<file path="config.mk">
export PLATFORM = sky130hd
export DESIGN_NAME = vna_div_stage
export DESIGN_NICKNAME = d
export VERILOG_FILES = /design/src/design/vna_pkg.sv /design/src/design/vna_div_stage.sv
export SDC_FILE = /design/constraint.sdc
export NUM_CORES = 2
export LEC_CHECK = 0
export ABC_CLOCK_PERIOD_IN_PS = 16400
export BUFFER_PORTS_ARGS = -buffer_cell sky130_fd_sc_hd__buf_2
export CAP_MARGIN = 20
export CORE_MARGIN = 2
export CORE_UTILIZATION = 48
export CTS_CLUSTER_SIZE = 30
export DETAILED_ROUTE_END_ITERATION = 10
export GPL_ROUTABILITY_DRIVEN = 0
export HOLD_SLACK_MARGIN = 0.1
export PLACE_DENSITY = 0.73
export SLEW_MARGIN = 0
export SYNTH_ARGS = -nofsm -noshare
export SYNTH_HDL_FRONTEND = slang
export SYNTH_SLANG_ARGS = --single-unit
export TNS_END_PERCENT = 20
</file>
<file path="constraint.sdc">
create_clock -name clk -period 16.4 [get_ports clk]
set_input_delay 1.64 -clock clk [delete_from_list [all_inputs] [get_ports clk]]
set_output_delay 1.64 -clock clk [all_outputs]
set_load 0.1 [all_outputs]
</file>
<file path="src/design/vna_pkg.sv">
// ----------------------------------------------------------------------------
// vna_pkg
// Shared types and constants for the four-component normalise / abs unit.
// ----------------------------------------------------------------------------
`default_nettype none
package vna_pkg;

  localparam int COMP_W = 24;
  localparam int LEN_W  = 25;
  localparam int SUM_W  = 49;
  localparam int ROOT_W = 25;
  localparam int QUO_W  = 18;
  localparam int FRAC_BITS = 16;

  typedef enum logic {
    CMD_NORMALIZE = 1'b0,
    CMD_ABS       = 1'b1
  } cmd_t;

  typedef struct packed {
    logic               command;
    logic signed [23:0] in_x;
    logic signed [23:0] in_y;
    logic signed [23:0] in_z;
    logic signed [23:0] in_w;
  } vna_in_t;

  typedef struct packed {
    logic signed [23:0] out_x;
    logic signed [23:0] out_y;
    logic signed [23:0] out_z;
    logic signed [23:0] out_w;
    logic        [24:0] vec_length;
    logic               zero_length;
  } vna_out_t;

  // Shared stage control: the advance enable seen by every pipeline stage.
  typedef struct packed {
    logic advance;
  } vna_ctrl_t;

endpackage
`default_nettype wire

</file>
<file path="src/design/vna_div_stage.sv">
// ----------------------------------------------------------------------------
// vna_div_stage
// Several restoring-division quotient bits per stage for the four lanes,
// all sharing one divisor.
// ----------------------------------------------------------------------------
`default_nettype none
module vna_div_stage #(
  parameter int STEPS  = 5,
  parameter int FIRST  = 17,
  parameter int SIDE_W = 8
) (
  input  wire                        clk,
  input  wire                        rst,
  input  wire vna_pkg::vna_ctrl_t    ctrl,
  input  wire                        valid_in,
  input  wire [42:0]                 num_in  [4],
  input  wire [25:0]                 den,
  input  wire [vna_pkg::QUO_W-1:0]   quo_in  [4],
  input  wire [SIDE_W-1:0]           side_in,
  output logic                       valid,
  output logic [42:0]                num     [4],
  output logic [vna_pkg::QUO_W-1:0]  quo     [4],
  output logic [SIDE_W-1:0]          side
);

  logic [42:0]               num_next [4];
  logic [vna_pkg::QUO_W-1:0] quo_next [4];

  // Numerator < den * 2^18, so each lane's remainder stays within 43 bits.
  always_comb begin
    logic [43+vna_pkg::QUO_W:0] shifted;
    for (int l = 0; l < 4; l++) begin
      num_next[l] = num_in[l];
      quo_next[l] = quo_in[l];
      for (int s = 0; s < STEPS; s++) begin
        if (FIRST - s >= 0) begin
          shifted = {{(vna_pkg::QUO_W+1){1'b0}}, den} << (FIRST - s);
          if ({{(vna_pkg::QUO_W+1){1'b0}}, num_next[l]} >= shifted) begin
            num_next[l] = num_next[l] - shifted[42:0];
            quo_next[l] = quo_next[l] | (vna_pkg::QUO_W'(1) << (FIRST - s));
          end
        end
      end
    end
  end

  always_ff @(posedge clk) begin
    if (rst) begin
      valid <= 1'b0;
    end else if (ctrl.advance) begin
      valid <= valid_in;
    end
  end

  always_ff @(posedge clk) begin
    if (ctrl.advance) begin
      num  <= num_next;
      quo  <= quo_next;
      side <= side_in;
    end
  end

endmodule
`default_nettype wire

</file>
# Word-level counts from Yosys, hierarchy flattened
# Cells that the tools add are included.
# word_totals
regBits	253
out_inout_bits	253
wordCells	90
# classes
add_sub_neg	20
n_lt_le_gt_ge	20
muxes	36
# ops
op	n
43-bit 2-to-1 mux	20
43-bit by 39-bit greater-or-equal comparator with 1-bit output	4
43-bit by 40-bit greater-or-equal comparator with 1-bit output	4
43-bit by 41-bit greater-or-equal comparator with 1-bit output	4
43-bit by 42-bit greater-or-equal comparator with 1-bit output	4
43-bit greater-or-equal comparator	4
43-bit by 39-bit subtractor with 43-bit output	4
43-bit by 40-bit subtractor with 43-bit output	4
43-bit by 41-bit subtractor with 43-bit output	4
43-bit by 42-bit subtractor with 43-bit output	4
43-bit subtractor	4
18-bit 2-to-1 mux	4
17-bit 2-to-1 mux	4
16-bit 2-to-1 mux	4
15-bit 2-to-1 mux	4

# Longest topological paths before layout
# logic_depth
ltp_word	10
depth_mapped	75

# Worst setup path before layout
# Ideal clock, no wire load.
# synth_path
path_kind	input -> register
startpoint	in den[1]
endpoint	reg num[111] (netlist name) (data pin)
setup_ns	0.260
arrival_time_ns	16.361
setup_slack_ns	-0.221
stages	65
n_path_buf	7
path_cell_list	inv_1 -> fa_1 -> a211oi_1 -> o21a_1 -> o21a_1 -> o21ai_0 -> a211o_1 -> clkbuf_1 -> buf_1 -> a21oi_1 -> ha_1 -> and3_1 -> nand2_1 -> or3_1 -> o41ai_1 -> o221a_2 -> nor2_1 -> nand2_1 -> [... 29 more ...] -> mux2_2 -> ha_1 -> nor2b_1 -> o21ai_0 -> a21boi_0 -> o21ai_0 -> a21boi_0 -> o21ai_0 -> a21oi_1 -> or4b_2 -> o311a_1 -> nand2_1 -> a31oi_1 -> a311o_1 -> a31oi_1 -> o21a_1 -> buf_2 -> mux2_2
# synth_rtl
item	line	text
from (decl)	vna_div_stage.sv:17	input wire [25:0] den,
to (signal assigned)	vna_div_stage.sv:57	num <= num_next;
to (decl)	vna_div_stage.sv:21	output logic [42:0] num [4],

==> impl_metrics.json <==
{
  "clkLatencyLatePin_ns": 0.60,
  "ys_ff_latch": 253,
  "crit_path_start_kind": "input pin",
  "yosysSeqAreaShare": 0.190,
  "wire_per_inst_um": 20.5,
  "max_slew_margin": 0.374,
  "nets": 6431,
  "drc": 0,
  "die-area_um2": 85600,
  "grtUsageTotal": 0.305,
  "instances_no_fill": 6713,
  "status": "finished, final reports clean",
  "cts_buffer_depth": 3,
  "area_growth_pct": 17.7,
  "hpwl_mm": 112,
  "yosysMostFrequentCell": "a21oi_1",
  "cts_tree": "done",
  "worstSetupPathType": "input pin to flop",
  "end_kind": "flop",
  "portBuffers": 534,
  "rsz0062_at_grt": "true",
  "syn_area_um2": 40000,
  "core_region_area_um2": 82200,
  "firstDrtPassIters": 6,
  "synth_common_cells": "546 x a21oi_1, 520 x ha_1, 406 x nor2_1, 393 x nand2_1, 306 x xnor2_1",
  "synth_nets": 5700,
  "finalSetupViolations": 0,
  "cp_slowest_cell": "or4b_2",
  "cpPeakStageDelay_ns": 0.62,
  "ys_warn_count": 0,
  "tightest_slew_ns": 0.939,
  "hold_violations": 0,
  "drv_cap": 0,
  "synthFlopType": "edfxtp_1",
  "first_iter_violations": 3620,
  "postRouteAntennaNets": 0,
  "grt_max_degree": 72,
  "ctsHoldBuffers": 0,
  "synth.distinct_cells": 104,
  "grt_pass1_vias": 38415,
  "worstPathMaxFanout": 29,
  "clock.fmax_ghz": 0.0634,
  "drive_above_1_share": 0.214,
  "synthCells": 4878,
  "grt_overflow": 0,
  "postSynthAreaPerCell_um2": 8.20,
  "h-tree-depth": 1,
  "cts.sinks": 253,
  "synthArstFlopShare": 0,
  "antenna_found_initial": 12,
  "min_path_type": "flop to flop",
  "vias": 40678,
  "place_inst": 6643,
  "ys_top_cells_by_area": "edfxtp_1 19%, ha_1 16%, a21oi_1 6.8%, xnor2_1 6.7%, mux2_2 6.1%",
  "drv_slew": 0,
  "yosysTopAreaCell": "edfxtp_1",
  "final_util": 0.572,
  "grt_pass1_wl_mm": 208,
  "finalCritPeriodShare": 0.961,
  "fp.dieW_um": 293,
  "yosys.area.top_type_share": 0.189,
  "cts.reportedPaths.clkPinSlew_ns": 0.07,
  "cts_buffers": 29,
  "clock_skew_ns": 0,
  "worstPathArrival_ns": 16.11,
  "synth_edf_count": 252,
  "post-route-min-period_ns": 15.76,
  "initial_core_util": 0.486,
  "routed_wl_mm": 137,
  "die_y_um": 293,
  "rows": 105,
  "cp_data_required_time_ns": 16.75,
  "vias_per_cell": 6.06,
  "clock-root-buffer": "clkbuf_16",
  "io_pins": 535
}
==> final cells by class <==
type                            instances  area [um^2]
Inverter                              219          826
Clock buffer                           36          802
Sequential cell                       253         7590
Timing Repair Buffer                  801         4900
Clock inverter                         18          158
Antenna cell                           11         27.5
Multi-Input combinational cell       4305        31400
Tap cell                             1070         1340
Fill cell                            7555        35200
==> path summary, 6_finish.rpt <==
check	start	end	slack, ns	cells after the start
worst max-delay path	den[1]	num[117]	0.64	65
worst min-delay path	valid	valid	0.51	2
worst max register to register	valid	valid	15.81	2
worst min register to register	valid	valid	0.51	2
==> cells in the final DEF (no fill, tap or decap), drive strengths merged, types with 45 or more instances in the layout <==
cell type / n
nor2b: 61
xor2: 126
nor3: 87
a21o: 224
o21a: 90
nor2: 406
nand2: 393
mux2: 236
buf: 799
o21ai: 311
nand3: 85
nand2b: 91
ha: 520
xnor2: 306
and3: 45
nand4: 87
a21oi: 547
inv: 220
o21bai: 81
edfxtp: 252
==> state kept, by name (all words and copies together) (netlist names) <==
| name | cells |
|---|---|
| valid | 1 |
| num | 172 |
| side | 8 |
| quo | 72 |
==> what timing repair did <==
action                                  4_1_cts  5_1_grt
setup buffers                                 0        4
endpoints found under the setup margin        0      122
gates resized for setup                       0       81
==> per-layer routing <==
layer | track usage | wire length [um] | vias to the layer above
met5 | 0 | 41 | -
met4 | 0.170 | 8340 | 6
met3 | 0.0423 | 9700 | 393
met2 | 0.506 | 62900 | 1589
met1 | 0.381 | 56500 | 18917
li1 | - | - | 19773
==> worst max-delay path: cells and delay by family <==
kind,cells,cell delay [ns]
AO/OA/AOI/OAI,41,8.33
AND/OR/NAND/NOR,8,1.81
adder cells (fa/ha/maj),5,1.60
multiplexers,4,1.39
buffers and inverters,6,1.16
XOR/XNOR,1,0.15
==> stage by stage <==
| stage | worst slack, ns | area (um^2) | TNS [ns] | hold WS (ns) |
|---|---|---|---|---|
| finish | 0.638 | 47100 | 0 | 0.513 |
| global route | -0.195 | 47000 | -4.31 | 0.528 |
| CTS | 0.415 | 46700 | 0 | 0.504 |
| detailed placement | -0.191 | 45700 | -4.75 | 0.478 |
| global placement | 0.214 | 45700 | 0 | 0.496 |
| floorplan | 0.108 | 40000 | 0 | 0.971 |
==> kinds of logic (layout without fill, tap and decap cells) <==
| family | after synthesis | in the layout | share of synthesized area |
|---|---|---|---|
| other cells | 0 | 11 | 0 |
| xor+xnor | 432 | 432 | 0.0946 |
| fa+ha+maj | 540 | 540 | 0.173 |
| simple gates | 1447 | 1447 | 0.176 |
| mux | 272 | 272 | 0.0760 |
| compound gates | 1614 | 1614 | 0.259 |
| flops | 253 | 253 | 0.190 |
| buf+inv | 320 | 1074 | 0.0322 |
Power is not shown: default switching activity piles up to over one toggle a cycle in this logic, so the estimate is an artifact.
