$ cat src/design/vna_pkg.sv
// ----------------------------------------------------------------------------
// vna_pkg
// Shared types and constants for the four-component normalise / abs unit.
// ----------------------------------------------------------------------------
`default_nettype none
package vna_pkg;

  localparam int COMP_W = 24;
  localparam int LEN_W  = 25;
  localparam int SUM_W  = 49;
  localparam int ROOT_W = 25;
  localparam int QUO_W  = 18;
  localparam int FRAC_BITS = 16;

  typedef enum logic {
    CMD_NORMALIZE = 1'b0,
    CMD_ABS       = 1'b1
  } cmd_t;

  typedef struct packed {
    logic               command;
    logic signed [23:0] in_x;
    logic signed [23:0] in_y;
    logic signed [23:0] in_z;
    logic signed [23:0] in_w;
  } vna_in_t;

  typedef struct packed {
    logic signed [23:0] out_x;
    logic signed [23:0] out_y;
    logic signed [23:0] out_z;
    logic signed [23:0] out_w;
    logic        [24:0] vec_length;
    logic               zero_length;
  } vna_out_t;

  // Shared stage control: the advance enable seen by every pipeline stage.
  typedef struct packed {
    logic advance;
  } vna_ctrl_t;

endpackage
`default_nettype wire

$ cat src/design/vna_sqrt_stage.sv
// ----------------------------------------------------------------------------
// vna_sqrt_stage
// One stage of a restoring square root: retires STEPS result bits per
// clock while advancing, carrying remainder, partial root and a side payload.
// ----------------------------------------------------------------------------
`default_nettype none
module vna_sqrt_stage #(
  parameter int STEPS   = 5,
  parameter int FIRST   = 24,
  parameter int SIDE_W  = 8
) (
  input  wire                           clk,
  input  wire                           rst,
  input  wire vna_pkg::vna_ctrl_t       ctrl,
  input  wire                           valid_in,
  input  wire [vna_pkg::SUM_W-1:0]      rem_in,
  input  wire [vna_pkg::ROOT_W-1:0]     root_in,
  input  wire [SIDE_W-1:0]              side_in,
  output logic                          valid,
  output logic [vna_pkg::SUM_W-1:0]     rem,
  output logic [vna_pkg::ROOT_W-1:0]    root,
  output logic [SIDE_W-1:0]             side
);

  logic [vna_pkg::SUM_W-1:0]  rem_next;
  logic [vna_pkg::ROOT_W-1:0] root_next;

  // Classic digit recurrence: trial = (root << (k+1)) + (1 << 2k).
  always_comb begin
    logic [vna_pkg::SUM_W+1:0] trial;
    rem_next  = rem_in;
    root_next = root_in;
    for (int s = 0; s < STEPS; s++) begin
      if (FIRST - s >= 0) begin
        trial = ({{(vna_pkg::SUM_W+2-vna_pkg::ROOT_W){1'b0}}, root_next}
                 << ((FIRST - s) + 1))
                | ((vna_pkg::SUM_W+2)'(1) << (2 * (FIRST - s)));
        if ({2'b00, rem_next} >= trial) begin
          rem_next  = rem_next - trial[vna_pkg::SUM_W-1:0];
          root_next = root_next | (vna_pkg::ROOT_W'(1) << (FIRST - s));
        end
      end
    end
  end

  always_ff @(posedge clk) begin
    if (rst) begin
      valid <= 1'b0;
    end else if (ctrl.advance) begin
      valid <= valid_in;
    end
  end

  always_ff @(posedge clk) begin
    if (ctrl.advance) begin
      rem  <= rem_next;
      root <= root_next;
      side <= side_in;
    end
  end

endmodule
`default_nettype wire

$ cat config.mk
export PLATFORM = sky130hd
export DESIGN_NAME = vna_sqrt_stage
export DESIGN_NICKNAME = d
export VERILOG_FILES = /design/src/design/vna_pkg.sv /design/src/design/vna_sqrt_stage.sv
export SDC_FILE = /design/constraint.sdc
export NUM_CORES = 1
export LEC_CHECK = 0
export ABC_CLOCK_PERIOD_IN_PS = 21100
export BUFFER_PORTS_ARGS = -buffer_cell sky130_fd_sc_hd__buf_2
export CAP_MARGIN = 20
export CORE_AREA = 2 2 207 209
export DETAILED_ROUTE_END_ITERATION = 12
export DIE_AREA = 0 0 209 211
export PLACE_DENSITY = 0.37
export SKIP_LAST_GASP = 1
export SLEW_MARGIN = 0
export SYNTH_ARGS = -nofsm -noshare
export SYNTH_HDL_FRONTEND = slang
export SYNTH_SLANG_ARGS = --single-unit
$ cat constraint.sdc
create_clock -name clk -period 21.1 [get_ports clk]
set_input_delay 0 -clock clk [delete_from_list [all_inputs] [get_ports clk]]
set_output_delay 0 -clock clk [all_outputs]
set_load 0.02 [all_outputs]
# After elaboration in Yosys (flattened, before gate mapping)
# Index checks and enable logic that the tools add are counted.
# totals
register_bits	83
inputBits	86
output_inout_bits	83
wordCells	24
# classes
addsub	5
n_lt_le_gt_ge	5
n_mux	9
# ops
operator	n
49-bit two-way mux	5
49-bit subtractor	2
49-bit by 50-bit >= comparator with 1-bit output	1
49-bit by 46-bit >= comparator with 1-bit output	1
49-bit by 47-bit >= comparator with 1-bit output	1
49-bit by 48-bit >= comparator with 1-bit output	1
49-bit >= comparator	1
49-bit by 46-bit subtractor with 49-bit output	1
49-bit by 47-bit subtractor with 49-bit output	1
49-bit by 48-bit subtractor with 49-bit output	1
25-bit two-way mux	1
24-bit two-way mux	1
23-bit two-way mux	1
22-bit two-way mux	1

# Depth between registers and ports, before layout
# depth
depth_word	10
depth_mapped	74
ltp_nobuf	69

# Worst setup path before layout
# Ideal clock, no wire load.
# synth_path
kind	input -> register
start	in rem_in[25] (netlist name)
end	reg rem[28] (netlist name), data pin
setup_ns	0.260
t_arrival_ns	13.691
t_required_ns	20.840
path_slack_ns	7.148
cell_stages	71
n_path_buf	6
cell_sequence	inv_1 ha_1 inv_1 fa_1 a211oi_1 o21a_1 o21ai_0 o31ai_1 nand2_1 a21o_1 a21o_1 a21o_1 a21oi_1 xor2_1 o21ai_0 ha_1 and4_1 clkbuf_1 [35 not listed] nand2_1 o21ai_0 ha_1 nor2b_1 o21ai_0 a21boi_0 o21ai_0 a21boi_0 o21ai_0 a21oi_1 o41ai_1 nand2b_1 a31o_2 a21oi_1 a22oi_2 nand2_4 buf_6 mux2_4
# synth_between
elab_chain_cells	10
elab_cells_between_ends	19
cone_classes	add/sub (5); order compare (5); mux (9)
# synth_lines
item	line_no	source
from (decl)	vna_sqrt_stage.sv:16	input wire [vna_pkg::SUM_W-1:0] rem_in,
49-bit subtractor or 49-bit by 50-bit >= comparator with 1-bit output (tied branches)	vna_sqrt_stage.sv:39, vna_sqrt_stage.sv:38	
49-bit two-way mux or 25-bit two-way mux (tied branches)	vna_sqrt_stage.sv:38	if ({2'b00, rem_next} >= trial) begin
49-bit subtractor or 49-bit >= comparator (tied branches)	vna_sqrt_stage.sv:39, vna_sqrt_stage.sv:38	
49-bit two-way mux or 24-bit two-way mux (tied branches)	vna_sqrt_stage.sv:38	
49-bit by 48-bit subtractor with 49-bit output or 49-bit by 48-bit >= comparator with 1-bit output (tied branches)	vna_sqrt_stage.sv:39, vna_sqrt_stage.sv:38	
49-bit two-way mux or 23-bit two-way mux (tied branches)	vna_sqrt_stage.sv:38	
49-bit by 47-bit subtractor with 49-bit output or 49-bit by 47-bit >= comparator with 1-bit output (tied branches)	vna_sqrt_stage.sv:39, vna_sqrt_stage.sv:38	
49-bit two-way mux or 22-bit two-way mux (tied branches)	vna_sqrt_stage.sv:38	
49-bit by 46-bit subtractor with 49-bit output or 49-bit by 46-bit >= comparator with 1-bit output (tied branches)	vna_sqrt_stage.sv:39, vna_sqrt_stage.sv:38	
49-bit two-way mux *	vna_sqrt_stage.sv:38	
named net rem_next, one bit	vna_sqrt_stage.sv:25	logic [vna_pkg::SUM_W-1:0] rem_next;
to (signal assigned)	vna_sqrt_stage.sv:56	rem <= rem_next;
to (decl)	vna_sqrt_stage.sv:20	output logic [vna_pkg::SUM_W-1:0] rem,
# Mark *: on every way through the listed nets, which the timed path passes. The rest lies on a longest branch.
# A chain may end at the register's enable or synchronous reset.

# Worst setup path after layout
# layout_path
start	in root_in[1] (netlist name)
end	reg rem[29] (netlist name), data pin
# layout_between
elab_chain_cells	10
elab_cells_between_ends	19
cone_classes	add/sub (5); order compare (5); mux (9)
# layout_lines
item	line_no	source
from (decl)	vna_sqrt_stage.sv:17	input wire [vna_pkg::ROOT_W-1:0] root_in,
49-bit subtractor or 49-bit by 50-bit >= comparator with 1-bit output (tied branches)	vna_sqrt_stage.sv:39, vna_sqrt_stage.sv:38	
49-bit two-way mux or 25-bit two-way mux (tied branches)	vna_sqrt_stage.sv:38	
49-bit subtractor or 49-bit >= comparator (tied branches)	vna_sqrt_stage.sv:39, vna_sqrt_stage.sv:38	
49-bit two-way mux or 24-bit two-way mux (tied branches)	vna_sqrt_stage.sv:38	
49-bit by 48-bit subtractor with 49-bit output or 49-bit by 48-bit >= comparator with 1-bit output (tied branches)	vna_sqrt_stage.sv:39, vna_sqrt_stage.sv:38	
49-bit two-way mux or 23-bit two-way mux (tied branches)	vna_sqrt_stage.sv:38	
49-bit by 47-bit subtractor with 49-bit output or 49-bit by 47-bit >= comparator with 1-bit output (tied branches)	vna_sqrt_stage.sv:39, vna_sqrt_stage.sv:38	
49-bit two-way mux or 22-bit two-way mux (tied branches)	vna_sqrt_stage.sv:38	
49-bit by 46-bit subtractor with 49-bit output or 49-bit by 46-bit >= comparator with 1-bit output (tied branches)	vna_sqrt_stage.sv:39, vna_sqrt_stage.sv:38	
49-bit two-way mux *	vna_sqrt_stage.sv:38	
named net rem_next, one bit	vna_sqrt_stage.sv:25	
# Marked as above.

==> results.rst <==
.. list-table::
   :header-rows: 1

   * - Metric
     - Value
   * - Status
     - complete, no violations
   * - Startpoint type of the worst setup path
     - input pin
   * - Post-CTS setup-driven buffer insertion count
     - 0
   * - Leakage power figure
     - 5.51 nW
   * - Worst min-delay path category
     - input pin to flop
   * - Total power density per cell area
     - 157 mW/mm^2
   * - Internal power contribution
     - 1.09 mW
   * - Number of hold violations in the final report
     - 0
   * - Number of filler instances in the final layout
     - 4449
   * - Commonest cells after routing, fill and taps aside
     - buf_2, ha_1, a21oi_1
   * - Count of state elements after synthesis
     - 83
   * - Finish-stage setup viols
     - 0
   * - Die height
     - 211 um
   * - Most common cell type on the critical path
     - o21ai_0
   * - Setup skew after layout
     - 0 ns
   * - Final period demand of the worst path
     - 17.08 ns
   * - TritonCTS clock tree
     - yes
   * - Mean number of vias per cell
     - 4.95
   * - Critical R2R Launch
     - valid$_SDFFE_PP0P_
   * - First-pass DRT Iterations
     - 4
   * - Post-synthesis instance area
     - 0.0104 mm^2
   * - Worst Setup Slack post-DPL
     - 4.06 ns
   * - Total negative slack for setup checks
     - 0 ns
   * - Number of resized instances in the post-cts repair step
     - 0
   * - Clock sinks
     - 83
   * - Most used DFF post-synth
     - edfxtp_1
   * - Std cell rows
     - 75
   * - Capturing element type of the critical path
     - flop
   * - Number of buffers added by the clock tree synthesis step
     - 9
   * - Routed WL
     - 34800 um
   * - Slew of the pin with the lowest slew margin
     - 1.12 ns
   * - Number of ports placed on the die boundary
     - 169
   * - Final slew viol count
     - 0
   * - Number of I/O port buffers
     - 168
   * - Number of H-tree branching levels
     - 3
   * - Most area-hungry cell type in the Yosys netlist
     - edfxtp_1
   * - Count of flip-flops with a built-in enable after synthesis
     - 82
   * - Number of antenna violations at the first check in global routing
     - 0
   * - Data arrival, critical path
     - 17.19 ns
   * - Commonest non-fill, non-tap cell in the layout
     - buf_2
   * - Number of global-route vias before repair
     - 9499
   * - Standard cell core area
     - 0.0418 mm^2
   * - Worst setup path category
     - input pin to flop
   * - Net load switching power
     - 900 uW
   * - Worst max-slew margin expressed relative to the limit
     - 23.2%
   * - Synth unique cells
     - 84
   * - Reg-to-reg critical path endpoint
     - valid$_SDFFE_PP0P_
   * - Die outline width
     - 209 um
   * - Clk pwr share
     - 8.2%
   * - Synthesized netlist net count
     - 1409
   * - Cts hold-fix bufs
     - 53
   * - Final worst setup slack
     - 4.02 ns
   * - Required arrival time at the worst endpoint
     - 21.21 ns
   * - Fmax
     - 0.0586 GHz
   * - Placed Area
     - 0.0118 mm^2
   * - Clock transition at the registers of the reported paths
     - 0.07 ns
   * - Ratio of final minimum period to clock period
     - 80.9%
   * - Start point of the critical path
     - root_in[1]
   * - Average wire per cell in the routed design
     - 17.8 um
   * - Global-route usage over all layers
     - 15.6%
   * - Starting Density
     - 24.8%
   * - CP max FO
     - 33
   * - Total via count in the routed design
     - 9681
   * - Root buffer selected by CTS
     - clkbuf_16
   * - Share of flip-flops with an asynchronous set or reset after synthesis
     - 0%
   * - Finished layout cell area
     - 0.0126 mm^2
   * - Highest-delay cell along the critical path
     - nor2_1
   * - Logic depth of the worst register-to-register path
     - 3
   * - Antenna-violating nets left
     - 0
   * - Placer Congestion
     - 0.813
   * - RSZ-0062 raised after global routing
     - false
   * - Number of maximum-capacitance violations
     - 0
   * - Sequential fraction of the synthesis area
     - 23.9%
   * - Sw Ratio
     - 45.3%
   * - Register share of total power
     - 14.3%
   * - Detailed Route Iter0 Violations
     - 465
   * - Top post-synthesis cells by area
     - edfxtp_1, ha_1, xnor2_1, a21oi_1, mux2_2
   * - Number of standard cells after synthesis
     - 1199
   * - Global-route wire length before repair
     - 53700 um
   * - Count of warnings emitted by yosys
     - 0
   * - Critical path destination
     - rem[29]$_DFFE_PP_
   * - Largest net degree at the start of global routing
     - 75
   * - Largest incremental delay on the critical path
     - 0.69 ns
   * - Maximum vdd ir drop
     - 0.0676 mV
   * - Synthesized area per cell
     - 8.65 um^2
   * - Total Nets Final
     - 1619
   * - Floorplan die area
     - 0.0441 mm^2
   * - Fraction of layout instances using a drive strength above 1
     - 19.2%
   * - Logic gate share of total power
     - 77.5%
   * - Clock buffer depth
     - 2
   * - Clock insertion delay at the later pin of the skew report
     - 0.35 ns
   * - R2R Setup Slk
     - 19.97 ns
   * - Core utilization of the finished layout
     - 30.2%
   * - Drc violations
     - 0
   * - Overflow after GRT
     - 0
   * - Worst hold margin
     - 0.0804 ns
   * - Area Overhead vs Synth
     - 21.8%
   * - Detailed-placement wirelength estimate
     - 28900 um
   * - Fraction of post-synthesis cell area in the top cell type by area
     - 23.7%
[metrics by stage]
step / instances / power [mW]
4_1_cts: 1953 / 2.01
3_3_place_gp: 1884 / 1.82
5_1_grt: 1953 / 2.17
3_5_place_dp: 1884 / 1.82
2_1_floorplan: 1199 / 1.51
6_report: 1954 / 1.99
[area by class of cell]
| cell class | count | area [um^2] | area share [%] |
|---|---|---|---|
| diodes | 1 | 2.50 | 0.0198 |
| clock buffers | 11 | 233 | 1.84 |
| clock inverters | 5 | 62.6 | 0.495 |
| inverters | 79 | 297 | 2.35 |
| multi-input cells | 1011 | 7470 | 59.2 |
| flip-flops and latches | 83 | 2480 | 19.7 |
| well taps | 539 | 674 | 5.34 |
| repair buffers | 225 | 1400 | 11.1 |
[Yosys cell counts, types with 6 or more instances]
| cell type | instances |
|---|---|
| ha_1 | 119 |
| buf_2 | 6 |
| or2_2 | 6 |
| o21a_1 | 21 |
| o21bai_1 | 16 |
| nand2_1 | 90 |
| o211ai_1 | 9 |
| clkbuf_1 | 15 |
| o21ai_0 | 75 |
| xor2_1 | 28 |
| inv_1 | 79 |
| edfxtp_1 | 82 |
| a31oi_1 | 14 |
| and4_1 | 7 |
| xnor2_1 | 70 |
| o31ai_1 | 11 |
| a211oi_1 | 8 |
| mux2_2 | 38 |
| nand3_1 | 25 |
| nor2b_1 | 14 |
| a21oi_1 | 108 |
| a21boi_0 | 13 |
| nand4_1 | 18 |
| or3_1 | 9 |
| and3_1 | 16 |
| and2_1 | 7 |
| mux2_4 | 18 |
| a211o_1 | 8 |
| mux2i_1 | 11 |
| nor3_1 | 26 |
| nor2_1 | 89 |
| nand2b_1 | 18 |
| a21o_1 | 30 |
[cells by family (layout without fill, tap and decap cells)]
logic type,Yosys count,in the layout,share of synthesized area [%]
AOI/OAI and AO/OA,375,375,23.7
xor gates and xnor gates,98,98,8.28
adders and majority gates,124,124,15.3
buffers and inverters,105,320,4.09
DFF,83,83,23.9
muxes,67,67,7.80
other,0,1,0
and+or+nand+nor,347,347,16.8
[power by group through the flow]
stage                     Clock [mW]  Combinational, mW  Sequential [mW]
after detailed placement           0               1.53            0.288
after global routing           0.178               1.70            0.288
final                          0.164               1.54            0.283
after global placement             0               1.54            0.288
after floorplan                    0               1.17            0.340
after CTS                      0.173               1.55            0.285
[how the worst min path moves through the flow]
stage                      startpoint                  to  slack [ns]  depth (start not counted)
final                     root_in[23]  root[23]$_DFFE_PP_        0.08                          3
after global routing      root_in[23]  root[23]$_DFFE_PP_        0.08                          3
after CTS                  rem_in[21]   rem[21]$_DFFE_PP_        0.08                          3
after detailed placement          rst  valid$_SDFFE_PP0P_        0.16                          2
after global placement            rst  valid$_SDFFE_PP0P_        0.16                          2
after floorplan                   rst  valid$_SDFFE_PP0P_        0.07                          1
[worst max-delay path, delay by kind of cell]
| family | cells | cell delay (ns) |
|---|---|---|
| compound gates | 38 | 9.29 |
| simple gates | 15 | 3.96 |
| fa+ha+maj | 5 | 1.92 |
| buf+inv | 5 | 1.45 |
| mux | 1 | 0.40 |
| xor+xnor | 1 | 0.08 |
[layer usage]
| metal | wire length (um) | up-vias | GRT usage [%] | part of all wire [%] |
|---|---|---|---|---|
| met5 | 0 | - | 0 | 0 |
| met4 | 571 | 0 | 3.87 | 1.6 |
| met3 | 1120 | 26 | 2.01 | 3.2 |
| met2 | 15100 | 201 | 24.9 | 43 |
| met1 | 18000 | 4526 | 22.3 | 52 |
| li1 | - | 4928 | - | - |
[registers in the layout (all words and copies together), names as in the netlist]
signal  cells
rem        49
root       25
side        8
valid       1
No activity file was read; power rests on OpenSTA's default activity.
